--- config.mk ---
export PLATFORM = sky130hd
export DESIGN_NAME = ks_cell
export DESIGN_NICKNAME = d
export VERILOG_FILES = /design/src/rtl/ks_pkg.sv /design/src/rtl/ks_cell.sv
export SDC_FILE = /design/constraint.sdc
export NUM_CORES = 1
export LEC_CHECK = 0
export BUFFER_PORTS_ARGS = -buffer_cell sky130_fd_sc_hd__buf_4
export CORE_ASPECT_RATIO = 2
export CORE_UTILIZATION = 45
export CTS_CLUSTER_SIZE = 10
export DETAILED_ROUTE_END_ITERATION = 8
export PLACE_DENSITY_LB_ADDON = 0.15
export SLEW_MARGIN = 10
export SYNTH_ARGS = -nofsm -noshare
export SYNTH_HDL_FRONTEND = slang
export SYNTH_SLANG_ARGS = --single-unit
--- constraint.sdc ---
create_clock -name i_clk -period 3.1 [get_ports i_clk]
set_clock_uncertainty 0.1 [all_clocks]
set_input_delay 0.155 -clock i_clk [delete_from_list [all_inputs] [get_ports i_clk]]
set_output_delay 0.155 -clock i_clk [all_outputs]
set_load 0.05 [all_outputs]
--- src/rtl/ks_pkg.sv ---
// ks_pkg: word types and cell control struct for the key sorter
// no dependencies; used by ks_cell and key_sorter
package ks_pkg;

    localparam int FIELD_BITS = 32;

    typedef struct packed {
        logic [FIELD_BITS-1:0] key;
        logic                  last;
    } t_in_word;

    typedef struct packed {
        logic [FIELD_BITS-1:0] sorted_key;
        logic                  final_res;
        logic                  overflow;
    } t_out_word;

    typedef struct packed {
        logic ins;
        logic pop;
        logic sgn;
    } t_cell_ctl;

endpackage

--- src/rtl/ks_cell.sv ---
// ks_cell: one slot of the insertion chain, holds a key and its valid bit
// depends on ks_pkg (t_cell_ctl)
module ks_cell #(
    parameter int KEY_BITS = 32
) (
    input  logic                  i_clk,
    input  logic                  i_rst_n,
    input  ks_pkg::t_cell_ctl     i_ctl,
    input  logic [KEY_BITS-1:0]   i_new_key,
    input  logic                  i_prev_above,
    input  logic                  i_prev_valid,
    input  logic [KEY_BITS-1:0]   i_prev_key,
    input  logic                  i_next_valid,
    input  logic [KEY_BITS-1:0]   i_next_key,
    output logic                  o_above,
    output logic                  o_valid,
    output logic [KEY_BITS-1:0]   o_key
);

    logic                r_valid;
    logic                n_valid;
    logic [KEY_BITS-1:0] r_key;
    logic [KEY_BITS-1:0] n_key;
    logic [KEY_BITS-1:0] w_flip;

    // sign bit flip turns two's complement order into unsigned order
    assign w_flip  = {i_ctl.sgn, {(KEY_BITS-1){1'b0}}};
    assign o_above = !r_valid || ((r_key ^ w_flip) > (i_new_key ^ w_flip));

    always_comb begin
        n_valid = r_valid;
        n_key   = r_key;
        if (i_ctl.pop) begin
            n_valid = i_next_valid;
            n_key   = i_next_key;
        end else if (i_ctl.ins && o_above) begin
            if (i_prev_above) begin
                n_valid = i_prev_valid;
                n_key   = i_prev_key;
            end else begin
                n_valid = 1'b1;
                n_key   = i_new_key;
            end
        end
    end

    always_ff @(posedge i_clk) begin
        if (!i_rst_n) begin
            r_valid <= 1'b0;
        end else begin
            r_valid <= n_valid;
        end
    end

    always_ff @(posedge i_clk) begin
        r_key <= n_key;
    end

    assign o_valid = r_valid;
    assign o_key   = r_key;

endmodule

==> reports/metrics.yaml <==
status:
  status: "completed"
pwr:
  power.net_switching_uw: 550.9
  comb_power_share_pct: 40.2
  ir_worst_vdd_mv: 0.3144
  clkPwrFrac_pct: 21.8
  p_leak_uw: 0.001884
  powerDensity_nw_per_um2: 413.7
  total_power_uw: 1530
  seqPwrFrac_pct: 38.1
  p_int_uw: 979.3
  p_sw_share_pct: 36.00
clocking:
  postCtsHoldBufs: 0
  numCtsBuffers: 5
  clockBufferDepth: 2
  ctsResizeCount: 0
  clkTransAtPathRegs_ps: 70
  cts-root-buf: "clkbuf_8"
  clk-insertion-delay-late_ps: 280
  cts_tree: "done"
  htree_levels: 2
  cts_setup_buffers: 0
  cts.sinks: 33
final_layout:
  multi_input_area_um2: 1396
  ff_latch_area_um2: 980.9
  fin_cells: 455
  fin_area_um2: 3699
  drive_above_1_share_pct: 38.23
  syn_to_final_growth_pct: 46.12
  num-fill-cells: 473
  nNetsFinal: 530
  diodes: 0
global_routing:
  grt_pass1_vias: 2424
  gr-max-usage-layer: "met2"
  grt_overflow: 0
  grt_pass1_wl_um: 10360
  antenna_found_initial: 0
  grt_use_met3_pct: 4.782
  use_met1_pct: 22.08
  met2_usage_pct: 47.42
  grt_max_degree: 67
  grt_use_total_pct: 24.23
route:
  vias: 2414
  first_iter_violations: 35
  wire_per_inst_um: 15.18
  drc: 0
  routed_via_density: 5.305
  first_pass_iters: 4
  ant_nets: 0
  drt_wl_total_um: 6909
setup_path:
  worst-r2r-setup-slack_ps: 350
  cp-endpoint: "o_key[17]"
  cp.arrival_ps: 2580
  setup.worst_path.start: "o_key[31]"
  reg2reg_to: "o_key[17]"
  cp-start-kind: "flip-flop"
  r2r-start: "o_key[31]"
  crit_type: "flip-flop to flip-flop"
  worstPathRequired_ps: 2940
  worst-r2r-cell-count: 7
  end_kind: "flip-flop"
  path_buf_inv: 0
  cp_max_fo: 32
  cp_slowest_cell: "a21o_4"
  cp.depth: 7
  crit_chain: "xor2_1 -> ha_1 -> nand4_1 -> nor4_4 -> o31ai_2 -> a41oi_4 -> a21o_4"
  critical_path.top_delay_family: "compound AO/OA/AOI/OAI gates"
  cpPeakStageDelay_ps: 430
synth:
  synthCells: 261
  postSynthAreaPerCell_um2: 9.698
  synth_nets: 397
  synth.yosys.seq_area_share_pct: 38.75
  syn_area_um2: 2531
  synth-warning-count: 0
  ys_types: 32
  ys_ff_latch: 33
floorplanning:
  start_util_pct: 46.70
  ios: 138
  core_um2: 5420
  die_h_um: 108.1
  row_count: 38
  die_w_um: 55.03
  dieArea_um2: 5947
sta:
  hold_slack_ps: 42.47
  drv_slew: 0
  setup_viol: 0
  slew_headroom_pct: 61.52
  tightest_slew_ps: 577.1
  hold_viol: 0
  layout_min_cycle_time_ps: 2748
  max_freq_ghz: 0.3639
  setup_tns_ps: 0
  finalCritPeriodShare_pct: 88.65
  rsz0062_at_grt: "false"
min_path:
  hold_class: "input port to flip-flop"
run:
  maxCapViolCount: 0
placement:
  placed_area_um2: 3608
  io_buffers: 137
  placed_cells: 447
  hpwl_um: 5495
  place_congestion: 0.7665
[registers in the layout (all words and copies together) (netlist names)]
| register | count |
|---|---|
| o_key | 32 |
| o_valid | 1 |
[worst min-delay path, stage by stage]
cell,delay (ps)
buf_4,100
o21ai_0,70
a31oi_1,50
[through the flow]
stage,setup slack [ps],util [%]
2_1_floorplan,10.16,-
3_3_place_gp,423.8,66.57
5_1_grt,237.5,68.24
6_report,352.0,68.24
4_1_cts,344.4,68.24
3_5_place_dp,354.7,66.57
[kinds of logic (layout without fill, tap and decap cells)]
kind of cell / after synthesis / in the layout / synth area share, %
buf+inv: 45 / 179 / 6.821
mux: 32 / 32 / 12.65
simple gates: 56 / 56 / 10.88
xor+xnor: 2 / 2 / 0.6922
flops: 33 / 33 / 38.75
fa+ha+maj: 32 / 32 / 15.82
compound gates: 61 / 61 / 14.38
[area by class of cell]
cell class / count / share of cell area [%]
inverter: 34 / 3.451
tap: 60 / 2.030
timing repair buffer: 137 / 27.81
multi-input combinational: 183 / 37.75
clock buffer: 8 / 2.436
sequential: 33 / 26.52
[cells in the final DEF, fill, tap and decap left out]
cell type,netlist,layout
a211oi_1,3,3
nor2b_1,1,1
a41oi_4,0,1
xnor2_1,1,1
edfxtp_1,32,32
a21boi_2,1,1
a21o_4,0,1
nor3_1,1,1
a221o_1,1,1
clkbuf_1,8,2
mux2i_1,32,32
nor4_2,1,1
o21ai_0,38,38
ha_1,32,32
nor2_1,2,2
buf_4,0,137
a21o_1,3,2
and4_2,1,1
a311oi_1,1,1
nand3_1,3,3
a21oi_1,7,7
clkbuf_8,0,6
o211ai_1,1,1
a31oi_1,1,1
nand2_1,38,38
inv_1,34,34
xor2_1,1,1
o22ai_1,2,2
dfxtp_1,1,1
a21oi_2,1,1
and4_1,2,2
nor4_4,1,1
nand4_1,6,6
o31ai_2,1,1
[worst min path at each step]
stage                     slack, ps  cells past startpoint        end      startpoint
after CTS                        40                      3    o_valid         i_rst_n
after global placement          330                      3    o_valid         i_rst_n
after detailed placement        330                      3    o_valid         i_rst_n
after global routing             50                      3  o_key[12]  i_next_key[12]
final                            40                      3    o_valid         i_rst_n
after floorplan                 190                      2    o_valid         i_rst_n
[routing by layer]
| metal | vias to the layer above | share of wire, % |
|---|---|---|
| li1 | 1204 | - |
| met1 | 1101 | 33 |
| met2 | 94 | 59 |
| met3 | 15 | 6.0 |
| met4 | 0 | 2.3 |
| met5 | - | 0 |
[cell usage after synthesis, drive strengths merged]
cell	number	area share [%]
xnor2	1	0.35
nand3	3	0.59
clkbuf	8	1.2
buf	3	0.59
ha	32	16
o211ai	1	0.30
nor3	1	0.20
a311oi	1	0.35
a21o	3	0.89
inv	34	5.0
and4	3	1.1
nor2	2	0.30
nor2b	1	0.25
a211oi	3	0.89
a31oi	1	0.25
mux2i	32	13
nand2	38	5.6
a21oi	8	1.7
o22ai	2	0.49
xor2	1	0.35
o21ai	38	7.5
nand4	6	1.5
a221o	1	0.40
a41oi	1	0.64
a21boi	1	0.44
edfxtp	32	38
nor4	2	1.3
o31ai	1	0.49
dfxtp	1	0.79
[power by group through the flow]
stage          Combinational (uW)  Sequential [uW]  Clock (uW)
6_report                      615              583         333
5_1_grt                       665              587         360
4_1_cts                       620              583         339
3_5_place_dp                  616              592           0
3_3_place_gp                  606              589           0
2_1_floorplan                 205              755           0
(Power assumes the default switching activity.)
